[src/rtl/i2cm_pkg.sv]
// Shared types and codes for the I2C EEPROM master core.
// No dependencies; imported by i2cm_phase_fsm and i2c_eeprom_master_core.
package i2cm_pkg;

    // Action codes carried in the request
    localparam logic [1:0] ACT_ADVANCE = 2'd0;
    localparam logic [1:0] ACT_WRITE   = 2'd1;
    localparam logic [1:0] ACT_READ    = 2'd2;

    // Configuration register map (word index from paddr[2])
    localparam logic       REG_DEVICE_ADDRESS = 1'b0;
    localparam logic [6:0] DEVICE_ADDRESS_RST = 7'd80;

    localparam int unsigned IN_DATA_W  = 32;
    localparam int unsigned OUT_DATA_W = 16;
    localparam int unsigned APB_ADDR_W = 3;

    // One input request, one bus phase tick
    typedef struct packed {
        logic [1:0] action;
        logic [7:0] start_address;
        logic [7:0] byte_count;
        logic [7:0] write_byte;
        logic       sda_in;
    } cmd_t;

    // Result of one tick
    typedef struct packed {
        logic       scl;
        logic       sda_out;
        logic       byte_taken;
        logic [7:0] read_byte;
        logic       read_valid;
        logic       ack_error;
        logic       busy_res;
        logic       done_res;
    } res_t;

endpackage

[src/rtl/i2c_eeprom_master_core.sv]
// I2C master for a 24C02-style serial EEPROM, one bus phase per request.
//
// Usage: each request on the s_ channel is one bus phase tick. Action 1 or
// 2 in idle begins a write or read transaction with the given word address
// and byte count; any other request advances the bus by one phase, with
// sda_in giving the data line level sampled in the current phase. Every
// request yields exactly one response on the m_ channel carrying scl and
// sda levels for the phase entered, the byte_taken strobe (write_byte was
// consumed), completed read bytes, the last acknowledge level, busy and done.
// The response is registered and appears in the cycle after the request is accepted.
// One request per cycle when not stalled; state advances in a single pass of
// the phase sequencer between the request edge and the response register.
// When the receiver stalls, the response register holds and s_tready drops
// until it is taken. The device address register sits at APB offset 0 and
// should be written only while idle. Reset (aresetn low, synchronous)
// returns the sequencer to idle, empties the response register and sets
// the device address to 0x50.
module i2c_eeprom_master_core
    import i2cm_pkg::*;
(
    input  logic                  aclk,
    input  logic                  aresetn,
    // request: [1:0] action, [9:2] start_address, [17:10] byte_count,
    //          [25:18] write_byte, [26] sda_in, [31:27] zero
    input  logic                  s_tvalid,
    output logic                  s_tready,
    input  logic [IN_DATA_W-1:0]  s_tdata,
    // response: [0] scl, [1] sda_out, [2] byte_taken, [10:3] read_byte,
    //           [11] read_valid, [12] ack_error, [13] busy_res,
    //           [14] done_res, [15] zero
    output logic                  m_tvalid,
    input  logic                  m_tready,
    output logic [OUT_DATA_W-1:0] m_tdata,
    // configuration
    input  logic                  psel,
    input  logic                  penable,
    input  logic                  pwrite,
    input  logic [APB_ADDR_W-1:0] paddr,
    input  logic [31:0]           pwdata,
    output logic [31:0]           prdata,
    output logic                  pready
);

    cmd_t       cmd;
    res_t       res;
    logic       step;
    logic       cfg_write;
    logic [6:0] device_address_reg;
    logic       m_tvalid_reg;
    logic [OUT_DATA_W-1:0] m_tdata_reg;

    // Unpack request fields
    assign cmd.action        = s_tdata[1:0];
    assign cmd.start_address = s_tdata[9:2];
    assign cmd.byte_count    = s_tdata[17:10];
    assign cmd.write_byte    = s_tdata[25:18];
    assign cmd.sda_in        = s_tdata[26];

    // Accept while the response slot is free or being drained
    assign s_tready = !m_tvalid_reg || m_tready;
    assign step     = s_tvalid && s_tready;

    i2cm_phase_fsm u_fsm (
        .aclk           (aclk),
        .aresetn        (aresetn),
        .step           (step),
        .cmd            (cmd),
        .device_address (device_address_reg),
        .res            (res)
    );

    // Response register
    always_ff @(posedge aclk) begin
        if (!aresetn) begin
            m_tvalid_reg <= 1'b0;
        end else if (step) begin
            m_tvalid_reg <= 1'b1;
        end else if (m_tready) begin
            m_tvalid_reg <= 1'b0;
        end
    end

    always_ff @(posedge aclk) begin
        if (step) begin
            m_tdata_reg <= {1'b0, res.done_res, res.busy_res, res.ack_error,
                            res.read_valid, res.read_byte, res.byte_taken,
                            res.sda_out, res.scl};
        end
    end

    assign m_tvalid = m_tvalid_reg;
    assign m_tdata  = m_tdata_reg;

    // APB register: device address
    assign pready    = 1'b1;
    assign cfg_write = psel && penable && pwrite && pready &&
                       (paddr[2] == REG_DEVICE_ADDRESS);

    always_ff @(posedge aclk) begin
        if (!aresetn) begin
            device_address_reg <= DEVICE_ADDRESS_RST;
        end else if (cfg_write) begin
            device_address_reg <= pwdata[6:0];
        end
    end

    assign prdata = (paddr[2] == REG_DEVICE_ADDRESS) ? {25'd0, device_address_reg} : 32'd0;

    // paddr[1:0] is a byte offset inside the word and does not select a register;
    // the request pad bits carry nothing
    logic unused_addr;
    assign unused_addr = ^{paddr[1:0], pwdata[31:7], s_tdata[IN_DATA_W-1:27]};

endmodule

[src/rtl/i2cm_phase_fsm.sv]
// Bus phase sequencer of the I2C EEPROM master: holds transaction state and
// computes the line levels and status of the phase entered on each tick.
// Depends on i2cm_pkg.
module i2cm_phase_fsm
    import i2cm_pkg::*;
(
    input  logic       aclk,
    input  logic       aresetn,
    input  logic       step,
    input  cmd_t       cmd,
    input  logic [6:0] device_address,
    output res_t       res
);

    typedef enum logic [3:0] {
        PH_IDLE    = 4'd0,
        PH_S0      = 4'd1,
        PH_S1      = 4'd2,
        PH_S2      = 4'd3,
        PH_S3      = 4'd4,
        PH_TX_LO   = 4'd5,
        PH_TX_HI   = 4'd6,
        PH_ACK_LO  = 4'd7,
        PH_ACK_HI  = 4'd8,
        PH_RX_LO   = 4'd9,
        PH_RX_HI   = 4'd10,
        PH_MACK_LO = 4'd11,
        PH_MACK_HI = 4'd12,
        PH_P0      = 4'd13,
        PH_P1      = 4'd14
    } phase_t;

    typedef enum logic [1:0] {
        ST_DEVW  = 2'd0,
        ST_WADDR = 2'd1,
        ST_DEVR  = 2'd2,
        ST_DATA  = 2'd3
    } stage_t;

    phase_t     phase_reg, phase_next;
    stage_t     stage_reg, stage_next;
    logic [2:0] bit_index_reg, bit_index_next;
    logic [7:0] shifter_reg, shifter_next;
    logic [7:0] bytes_left_reg, bytes_left_next;
    logic [7:0] word_address_reg, word_address_next;
    logic       read_mode_reg, read_mode_next;
    logic       last_ack_reg, last_ack_next;

    logic [7:0] waddr_byte;
    logic [7:0] bytes_dec;
    logic       taken;
    logic       rvalid;
    logic       done;
    logic       scl;
    logic       sdo;
    logic       mack_sdo;

    assign waddr_byte = {device_address, 1'b0};
    assign bytes_dec  = (bytes_left_reg != 8'd0) ? bytes_left_reg - 8'd1 : bytes_left_reg;

    // Phase transitions and data path for one tick
    always_comb begin
        phase_next        = phase_reg;
        stage_next        = stage_reg;
        bit_index_next    = bit_index_reg;
        shifter_next      = shifter_reg;
        bytes_left_next   = bytes_left_reg;
        word_address_next = word_address_reg;
        read_mode_next    = read_mode_reg;
        last_ack_next     = last_ack_reg;
        taken             = 1'b0;
        rvalid            = 1'b0;
        done              = 1'b0;

        case (phase_reg)
            PH_IDLE: begin
                if (cmd.action == ACT_WRITE || cmd.action == ACT_READ) begin
                    word_address_next = cmd.start_address;
                    bytes_left_next   = cmd.byte_count;
                    read_mode_next    = (cmd.action == ACT_READ);
                    stage_next        = ST_DEVW;
                    phase_next        = PH_S1;
                end
            end
            PH_S0: phase_next = PH_S1;
            PH_S1: phase_next = PH_S2;
            PH_S2: phase_next = PH_S3;
            PH_S3: begin
                shifter_next   = (stage_reg == ST_DEVR) ? (waddr_byte | 8'h01) : waddr_byte;
                bit_index_next = 3'd0;
                phase_next     = PH_TX_LO;
            end
            PH_TX_LO: phase_next = PH_TX_HI;
            PH_TX_HI: begin
                if (bit_index_reg != 3'd7) begin
                    bit_index_next = bit_index_reg + 3'd1;
                    shifter_next   = {shifter_reg[6:0], 1'b0};
                    phase_next     = PH_TX_LO;
                end else begin
                    phase_next = PH_ACK_LO;
                end
            end
            PH_ACK_LO: begin
                phase_next    = PH_ACK_HI;
                last_ack_next = cmd.sda_in;
            end
            PH_ACK_HI: begin
                case (stage_reg)
                    ST_DEVW: begin
                        stage_next     = ST_WADDR;
                        shifter_next   = word_address_reg;
                        bit_index_next = 3'd0;
                        phase_next     = PH_TX_LO;
                    end
                    ST_WADDR: begin
                        if (read_mode_reg) begin
                            stage_next = ST_DEVR;
                            phase_next = PH_S0;
                        end else if (bytes_left_reg != 8'd0) begin
                            stage_next     = ST_DATA;
                            shifter_next   = cmd.write_byte;
                            bit_index_next = 3'd0;
                            phase_next     = PH_TX_LO;
                            taken          = 1'b1;
                        end else begin
                            phase_next = PH_P0;
                        end
                    end
                    ST_DATA: begin
                        bytes_left_next = bytes_dec;
                        if (bytes_dec != 8'd0) begin
                            shifter_next   = cmd.write_byte;
                            bit_index_next = 3'd0;
                            phase_next     = PH_TX_LO;
                            taken          = 1'b1;
                        end else begin
                            phase_next = PH_P0;
                        end
                    end
                    default: begin
                        // read address sent: start receiving or stop
                        if (bytes_left_reg != 8'd0) begin
                            shifter_next   = 8'd0;
                            bit_index_next = 3'd0;
                            phase_next     = PH_RX_LO;
                        end else begin
                            phase_next = PH_P0;
                        end
                    end
                endcase
            end
            PH_RX_LO: begin
                phase_next   = PH_RX_HI;
                shifter_next = {shifter_reg[6:0], cmd.sda_in};
                rvalid       = (bit_index_reg == 3'd7);
            end
            PH_RX_HI: begin
                if (bit_index_reg != 3'd7) begin
                    bit_index_next = bit_index_reg + 3'd1;
                    phase_next     = PH_RX_LO;
                end else begin
                    phase_next = PH_MACK_LO;
                end
            end
            PH_MACK_LO: phase_next = PH_MACK_HI;
            PH_MACK_HI: begin
                bytes_left_next = bytes_dec;
                if (bytes_dec != 8'd0) begin
                    shifter_next   = 8'd0;
                    bit_index_next = 3'd0;
                    phase_next     = PH_RX_LO;
                end else begin
                    phase_next = PH_P0;
                end
            end
            PH_P0: phase_next = PH_P1;
            PH_P1: begin
                phase_next = PH_IDLE;
                done       = 1'b1;
            end
            default: phase_next = PH_IDLE;
        endcase
    end

    // Line levels of the phase being entered
    assign mack_sdo = (bytes_left_next <= 8'd1);

    always_comb begin
        case (phase_next)
            PH_S0:      begin scl = 1'b0; sdo = 1'b1;             end
            PH_S2:      begin scl = 1'b1; sdo = 1'b0;             end
            PH_S3:      begin scl = 1'b0; sdo = 1'b0;             end
            PH_TX_LO:   begin scl = 1'b0; sdo = shifter_next[7];  end
            PH_TX_HI:   begin scl = 1'b1; sdo = shifter_next[7];  end
            PH_ACK_LO:  begin scl = 1'b0; sdo = 1'b1;             end
            PH_RX_LO:   begin scl = 1'b0; sdo = 1'b1;             end
            PH_MACK_LO: begin scl = 1'b0; sdo = mack_sdo;         end
            PH_MACK_HI: begin scl = 1'b1; sdo = mack_sdo;         end
            PH_P0:      begin scl = 1'b0; sdo = 1'b0;             end
            PH_P1:      begin scl = 1'b1; sdo = 1'b0;             end
            default:    begin scl = 1'b1; sdo = 1'b1;             end
        endcase
    end

    assign res.scl        = scl;
    assign res.sda_out    = sdo;
    assign res.byte_taken = taken;
    assign res.read_byte  = rvalid ? shifter_next : 8'd0;
    assign res.read_valid = rvalid;
    assign res.ack_error  = last_ack_next;
    assign res.busy_res   = (phase_next != PH_IDLE);
    assign res.done_res   = done;

    // State registers advance once per accepted request
    always_ff @(posedge aclk) begin
        if (!aresetn) begin
            phase_reg        <= PH_IDLE;
            stage_reg        <= ST_DEVW;
            bit_index_reg    <= 3'd0;
            shifter_reg      <= 8'd0;
            bytes_left_reg   <= 8'd0;
            word_address_reg <= 8'd0;
            read_mode_reg    <= 1'b0;
            last_ack_reg     <= 1'b0;
        end else if (step) begin
            phase_reg        <= phase_next;
            stage_reg        <= stage_next;
            bit_index_reg    <= bit_index_next;
            shifter_reg      <= shifter_next;
            bytes_left_reg   <= bytes_left_next;
            word_address_reg <= word_address_next;
            read_mode_reg    <= read_mode_next;
            last_ack_reg     <= last_ack_next;
        end
    end

`ifndef SYNTHESIS
    // stop completes only out of the second stop phase
    a_done_from_p1: assert property (@(posedge aclk) disable iff (!aresetn)
        (step && res.done_res) |-> (phase_reg == PH_P1))
        else $error("done raised outside stop phase");

    // a begin from idle always enters the start sequence
    a_begin_starts: assert property (@(posedge aclk) disable iff (!aresetn)
        (step && phase_reg == PH_IDLE &&
         (cmd.action == ACT_WRITE || cmd.action == ACT_READ)) |=> (phase_reg == PH_S1))
        else $error("begin did not enter start sequence");

    // data bytes are pulled only after an acknowledge slot
    a_taken_after_ack: assert property (@(posedge aclk) disable iff (!aresetn)
        (step && res.byte_taken) |-> (phase_reg == PH_ACK_HI && !read_mode_reg))
        else $error("write byte taken outside acknowledge slot");

    // a read byte completes on its eighth sampled bit
    a_rvalid_bit7: assert property (@(posedge aclk) disable iff (!aresetn)
        (step && res.read_valid) |-> (phase_reg == PH_RX_LO && bit_index_reg == 3'd7))
        else $error("read byte completed early");
`endif

endmodule
[config.mk]
export PLATFORM = sky130hd
export DESIGN_NAME = i2c_eeprom_master_core
export DESIGN_NICKNAME = d
export VERILOG_FILES = /design/src/rtl/i2cm_pkg.sv /design/src/rtl/i2c_eeprom_master_core.sv /design/src/rtl/i2cm_phase_fsm.sv
export SDC_FILE = /design/constraint.sdc
export NUM_CORES = 1
export LEC_CHECK = 0
export BUFFER_PORTS_ARGS = -buffer_cell sky130_fd_sc_hd__buf_2
export CORE_MARGIN = 3
export CORE_UTILIZATION = 55
export DETAILED_ROUTE_END_ITERATION = 12
export PLACE_DENSITY = 0.85
export SYNTH_ARGS = -nofsm -noshare
export SYNTH_HDL_FRONTEND = slang
export SYNTH_SLANG_ARGS = --single-unit
[constraint.sdc]
create_clock -name aclk -period 4.9 [get_ports aclk]
set_clock_uncertainty 0.1 [all_clocks]
set_input_delay 0.98 -clock aclk [delete_from_list [all_inputs] [get_ports aclk]]
set_output_delay 0.98 -clock aclk [all_outputs]
set_load 0.02 [all_outputs]
Word level (Yosys, flattened, before mapping). Index checks and enable logic that the tools add are counted. Widths: inputs -> output; s select.

Logic and storage cells: 123. Output and inout bits: 51. Flip-flop bits (word level): 58. Input bits: 74.

$lt $le $gt $ge: 1. Bitwise operators: 1. Reductions and logical operators: 23. Muxes and demuxes: 46. Eq/ne operators: 37. Add/subtract/negate cells: 2.

Operators with widths (count): $mux 8 (9); $pmux 4 s14 (1); $eq 4x4->1 const B (12); $pmux 8 s3 (2); $pmux 8 s5 (1); $eq 4x3->1 const B (8); $mux 3 (6); $mux 4 (4); $reduce_bool 8->1 (2); $eq 4x2->1 const B (3); $pmux 3 s4 (1); $pmux 4 s3 (1); $mux 1 (10); $mux 2 (5); $pmux 3 s3 (1); $eq 4x1->1 const B (2); $le 8x1->1 const B (1); $pmux 2 s2 (2); $reduce_bool 4->1 (2); $sub 8x1->8 const B (1); $mux 7 (1); $reduce_or 7->1 (1); $eq 2x2->1 const B (3); $ne 3x3->1 const B (2); other kinds (20) (29).

Longest topological paths before layout. Gate-level depths: netlist of run 1.

Word-level depth: 9. Depth in mapped cells: 10. Mapped depth without buffers: 9.

By module. From an unflattened synthesis of run 1, not the netlist that was laid out.

Cells, all modules: 531. Area, all modules: 4225.3 sq um.

Modules (own cells, without submodules): i2cm_phase_fsm (seq. area each 700.7 sq um, area each 3160.5 sq um, instances 1, cells an instance 444); i2c_eeprom_master_core (seq. area each 610.6 sq um, area each 1064.8 sq um, instances 1, cells an instance 87).

Worst setup path before layout of run 1. No wires, ideal clock.

Kind: input-to-reg. From: input port s_tdata[0]. To: register m_tdata_reg[1], in the netlist m_tdata[1] (data pin). Setup slack: 1.865 ns. Library setup time: 0.158 ns. Path buffers: 0. Cell stages on the path: 9. Required time: 4.642 ns. Arrival time: 2.777 ns. Cells stage by stage: inv_1 ha_1 or2_2 a221oi_1 o21ai_0 a221o_1 nor4_1 nand4_1 o211ai_1.

RTL lines: from (decl) (line i2c_eeprom_master_core.sv:27) `input logic [IN_DATA_W-1:0] s_tdata,`; to (signal assigned) (line i2c_eeprom_master_core.sv:85) `m_tdata_reg <= {1'b0, res.done_res, res.busy_res, res.ack_error,`; to (decl) (line i2c_eeprom_master_core.sv:50) `logic [OUT_DATA_W-1:0] m_tdata_reg;`.

==> impl_metrics.toml, run 1 <==
[timing]
clock.fmax_ghz = 0.303
worst_slew_pin_slew_ps = 1070
postLayoutSetupSlackWorst_ps = 1600
final_max_slew_viol_count = 0
slew_headroom_pct = 26.8
post-route-period-util_pct = 67.4
fin_crit_ps = 3300
rsz0062_at_grt = "false"
fin_tns_setup_ps = 0
finalSetupViolCount = 0
hold_violations = 0

[die]
die_y_um = 91.5
dieArea_um2 = 8380
core_area_um2 = 6940
row_count = 30
fp.dieW_um = 91.5
start_util_pct = 57.9
ioPinCount = 125

[clock_network]
clkSlewWorstSetupHoldPaths_ps = 60
clock-sinks = 58
cts_setup_buffers = 0
cts_buffers = 9
postCtsHoldBufs = 0
cts_resized = 0
clk_path_buf_depth = 2
tritoncts = "yes"
insertion_delay_ps = 330
cts_max_level = 3
clockRootBuffer = "clkbuf_8"

[place]
gp_congestion = 0.951
port_buffers = 65
hpwl_mm = 7.03
place_ws_ps = 1300
placedCellCount = 605

[drt]
drt_pass1_iterations = 5
wl_per_cell_um = 15.4
vias = 3633
drt_wl_total_mm = 9.55
drt_iter0_markers = 482
ant_nets = 0
viasPerCell = 5.85
drc_errors = 0

[logic_synthesis]
ys_seq_area_share_pct = 32.6
ys_ff_latch = 58
postSynthAreaPerCell_um2 = 8.52
synth_top_area_share_pct = 21.4
yosys.area.top_type = "dfxtp_1"
synth_area_um2 = 4020
synthTopCellsByCount = "nand2_1, dfxtp_1, nor2_1"
synthFlopType = "dfxtp_1"
ys_types = 83
synth_most_common_cell = "nand2_1"
yosys_warnings = 0
synth_area_leaders = "dfxtp_1, edfxtp_1, nand2_1, buf_4, a21boi_0"
syn_inst = 472
synth-async-reset-ratio_pct = 0
synth_edf_count = 15

[power_and_ir_drop]
clockPowerShare_pct = 28.2
leakage_nw = 1.79
ir_drop_v = 0.000164
comb_power_share_pct = 28.0
p_switching_mw = 0.434
total_power_mw = 1.27
sw_frac_of_total_pct = 34.1
p_int_mw = 0.838
power_frac_seq_pct = 43.8
power_density_nw_per_um2 = 289

[setup_path]
crit_buf_inv = 2
cp-end-kind = "flip-flop"
worst_setup_path_start_kind = "input pin"
critPathTopFamily = "compound AO/OA/AOI/OAI gates"
required_ps = 4970
slowest_delay_ps = 470
crit_chain = "buf_2 > inv_1 > ha_1 > or2_2 > a221oi_1 > o21ai_0 > a221o_1 > nor4_1 > nand4_1 > o211ai_1"
cpMaxStageDelayCell = "a221oi_1"
crit_type = "in -> reg"
worstPathArrival_ps = 3380
cp_max_fo = 4

[global_routing]
grt.overflow.total = 0
grt_max_degree = 44
grt_pass1_wl_mm = 16.0
antenna_found_initial = 0
grt_usage_pct = 23.5
grt_pass1_vias = 3310

[cells_and_area]
fin_util_pct = 63.4
nets = 598
fillers = 617
drive_above_1_share_pct = 21.1
largest_register_ffs = 15
final-instance-count-excl-fill = 621
antenna_cells = 0
area_growth_pct = 9.52

[run]
cap_violations = 0

[run_status]
status = "completed"

[worst_hold_path]
hp-class = "reg -> reg"
[cell usage in the layout (no fill, tap or decap), types with 13 or more instances in the layout]
cell	instances
edfxtp_1	15
a21oi_1	18
conb_1	27
a21boi_0	16
dfxtp_1	43
nor2_1	31
o21ai_0	13
buf_2	65
nand2_1	65
inv_1	15
nor2b_1	19
[power groups by stage]
| stage | registers (mW) | logic [mW] | clock network [mW] |
|---|---|---|---|
| global route | 0.562 | 0.391 | 0.383 |
| finish | 0.558 | 0.356 | 0.359 |
| floorplan | 0.558 | 0.293 | 0 |
| CTS | 0.556 | 0.352 | 0.363 |
| global placement | 0.564 | 0.342 | 0 |
| detailed placement | 0.566 | 0.350 | 0 |
[worst reg2reg max path, stage by stage, from the launching register on]
cell and delay, ps:
dfxtp_1 360, inv_1 120, ha_1 330, or3b_4 450, nor3_1 410, o211ai_4 190
a211oi_2 250, o31ai_2 120, a221oi_2 360, o211ai_1 140
[final timing paths]
path                               end  slack [ps]                       from  cells past startpoint
max                         m_tdata[1]        1600                 s_tdata[0]                     10
min reg2reg  u_fsm.word_address_reg[7]         380  u_fsm.word_address_reg[7]                      2
max reg2reg                 m_tdata[1]        1810    u_fsm.bytes_left_reg[0]                      9
min          u_fsm.word_address_reg[7]         380  u_fsm.word_address_reg[7]                      2
[routing by layer]
layer | wire (um) | track usage, %
met5 | 0 | 0
met2 | 4400 | 36.4
met3 | 776 | 4.72
met1 | 4240 | 32.6
met4 | 127 | 7.66
[final cells by class]
type | count | area (um2) | area share (%)
multi-input combinational | 369 | 2420 | 55.0
sequential | 58 | 1310 | 29.8
timing repair buffer | 67 | 340 | 7.73
clock buffer | 13 | 139 | 3.15
tap | 96 | 120 | 2.73
inverter | 15 | 56.3 | 1.28
clock inverter | 3 | 17.5 | 0.398
[logic make-up after synthesis]
kind of cell | Yosys count | synth area share (%)
muxes | 18 | 4.70
AOI/OAI and AO/OA | 137 | 27.2
xor gates and xnor gates | 5 | 1.09
adders and majority gates | 5 | 1.49
DFF | 58 | 32.6
other | 2 | 0.187
buffers and inverters | 70 | 9.55
and+or+nand+nor | 177 | 23.1
[through the flow]
step                hold WS (ps)  area (um2)
global route                 407        4410
floorplan                    341        4120
CTS                          380        4410
finish                       380        4410
detailed placement           372        4250
global placement             364        4250
Note: power is estimated with default switching activity, not from simulation.
==> inputs of run 2 (changes only) <==
- CORE_UTILIZATION: 55 -> 47
- PLACE_DENSITY: 0.85 -> 0.77
- clock period: 4.9 -> 2.65 ns (I/O delays scaled with it)
==> impl_metrics.toml, run 2 (synthesis results as in run 1) <==
[place]
hpwl_mm = 9.06
placedCellCount = 681
gp_congestion = 0.938
place_ws_ps = -470
place_area_um2 = 4770
port_buffers = 65

[run_status]
status = "finished, violations left"
failed_checks = "negative setup slack"

[cells_and_area]
stdcell_area_um2 = 5160
area_growth_pct = 28.4
largest_register_ffs = 15
nets = 671
drive_above_1_share_pct = 34.8
antenna_cells = 0
final-instance-count-excl-fill = 703
layout_common_cells = "buf_4, nand2_1, buf_2, dfxtp_1, nor2_1"
fillers = 694
layout_commonest_cell = "buf_4"

[global_routing]
antenna_found_initial = 0
grt_usage_pct = 24.9
grt_max_degree = 24
grt.overflow.total = 0
grt_pass1_wl_mm = 19.5
grt_pass1_vias = 3999

[run]
cap_violations = 0

[clock_network]
cts_max_level = 3
tritoncts = "yes"
insertion_delay_ps = 360
clock-sinks = 58
clockRootBuffer = "clkbuf_8"
clk_path_buf_depth = 2
cts_buffers = 9
postCtsHoldBufs = 0
clkSlewWorstSetupHoldPaths_ps = 70

[power_and_ir_drop]
total_power_mw = 2.87
power_density_nw_per_um2 = 556
ir_drop_v = 0.000378
leakage_nw = 2.21

[drt]
drc_errors = 0
drt_pass1_iterations = 5
viasPerCell = 5.92
wl_per_cell_um = 17.9
drt_iter0_markers = 342
drt_wl_total_mm = 12.6
ant_nets = 0
vias = 4159

[die]
die_y_um = 98.5
start_util_pct = 48.7
row_count = 33
core_area_um2 = 8260
fp.dieW_um = 98.5
dieArea_um2 = 9710
ioPinCount = 125

[timing]
finalSetupViolCount = 1
hold_violations = 0
final_max_slew_viol_count = 0
postLayoutSetupSlackWorst_ps = -102
post-route-period-util_pct = 104
clock.fmax_ghz = 0.363
worst_slew_pin_slew_ps = 847
slew_headroom_pct = 42.1
rsz0062_at_grt = "true"
fin_crit_ps = 2750

[setup_path]
cp_max_fo = 7
worstPathArrival_ps = 2730
required_ps = 2630
crit_type = "reg -> reg"
worst_setup_path_start_kind = "flip-flop"
cp-end-kind = "flip-flop"

[worst_hold_path]
hp-class = "in -> reg"
-- run 2: timing repair --
action / in CTS / in global routing
resized for setup: 8 / 24
pin swaps: 5 / 14
setup buffers: 0 / 6
endpoints found under the setup margin: 17 / 19
-- run 2: metrics by stage --
| step | util (%) | setup TNS [ps] | hold slack (ps) |
|---|---|---|---|
| after floorplan | - | 0 | 341 |
| after global placement | 57.7 | -2290 | 362 |
| after detailed placement | 57.7 | -3650 | 367 |
| after CTS | 61.0 | 0 | 299 |
| after global routing | 62.5 | -672 | 307 |
| final | 62.5 | -102 | 293 |
-- run 2: final timing paths --
check,start,end,slack [ps],depth (start not counted)
max reg2reg,u_fsm.bytes_left_reg[1],m_tdata[1],-100,10
min reg2reg,u_fsm.word_address_reg[5],u_fsm.word_address_reg[5],380,2
min,pwdata[4],device_address_reg[4],290,3
max,u_fsm.bytes_left_reg[1],m_tdata[1],-100,10
-- run 2: report_power, final --
| group | internal [mW] | switching, mW | total [mW] | leakage [nW] |
|---|---|---|---|---|
| clock | 0.523 | 0.382 | 0.905 | 0.104 |
| sequential | 0.964 | 0.0554 | 1.02 | 0.501 |
| combinational | 0.421 | 0.528 | 0.949 | 1.61 |
-- run 2: cell type report --
class | instances | area (um2) | area share, %
Sequential cell | 58 | 1320 | 25.5
Clock buffer | 10 | 128 | 2.47
Clock inverter | 6 | 81.3 | 1.57
Multi-Input combinational cell | 369 | 2550 | 49.4
Timing Repair Buffer | 140 | 900 | 17.4
Tap cell | 105 | 131 | 2.54
Inverter | 15 | 56.3 | 1.09
-- run 2: worst max-delay path, stage by stage (launching register included) --
cell and delay (ps):
dfxtp_2 330, inv_2 70, ha_4 200, or3b_4 430, nor3_4 230, o211ai_4 130, buf_4 160, nand3_1 140
a21boi_0 180, a221oi_2 330, o211ai_1 180
-- run 2: routing by layer --
metal | wire length (um) | up-vias | track usage (%)
li1 | - | 1920 | -
met1 | 5250 | 2000 | 32.5
met2 | 6100 | 209 | 41.3
met3 | 973 | 30 | 5.02
met4 | 262 | 0 | 7.98
met5 | 0 | - | 0
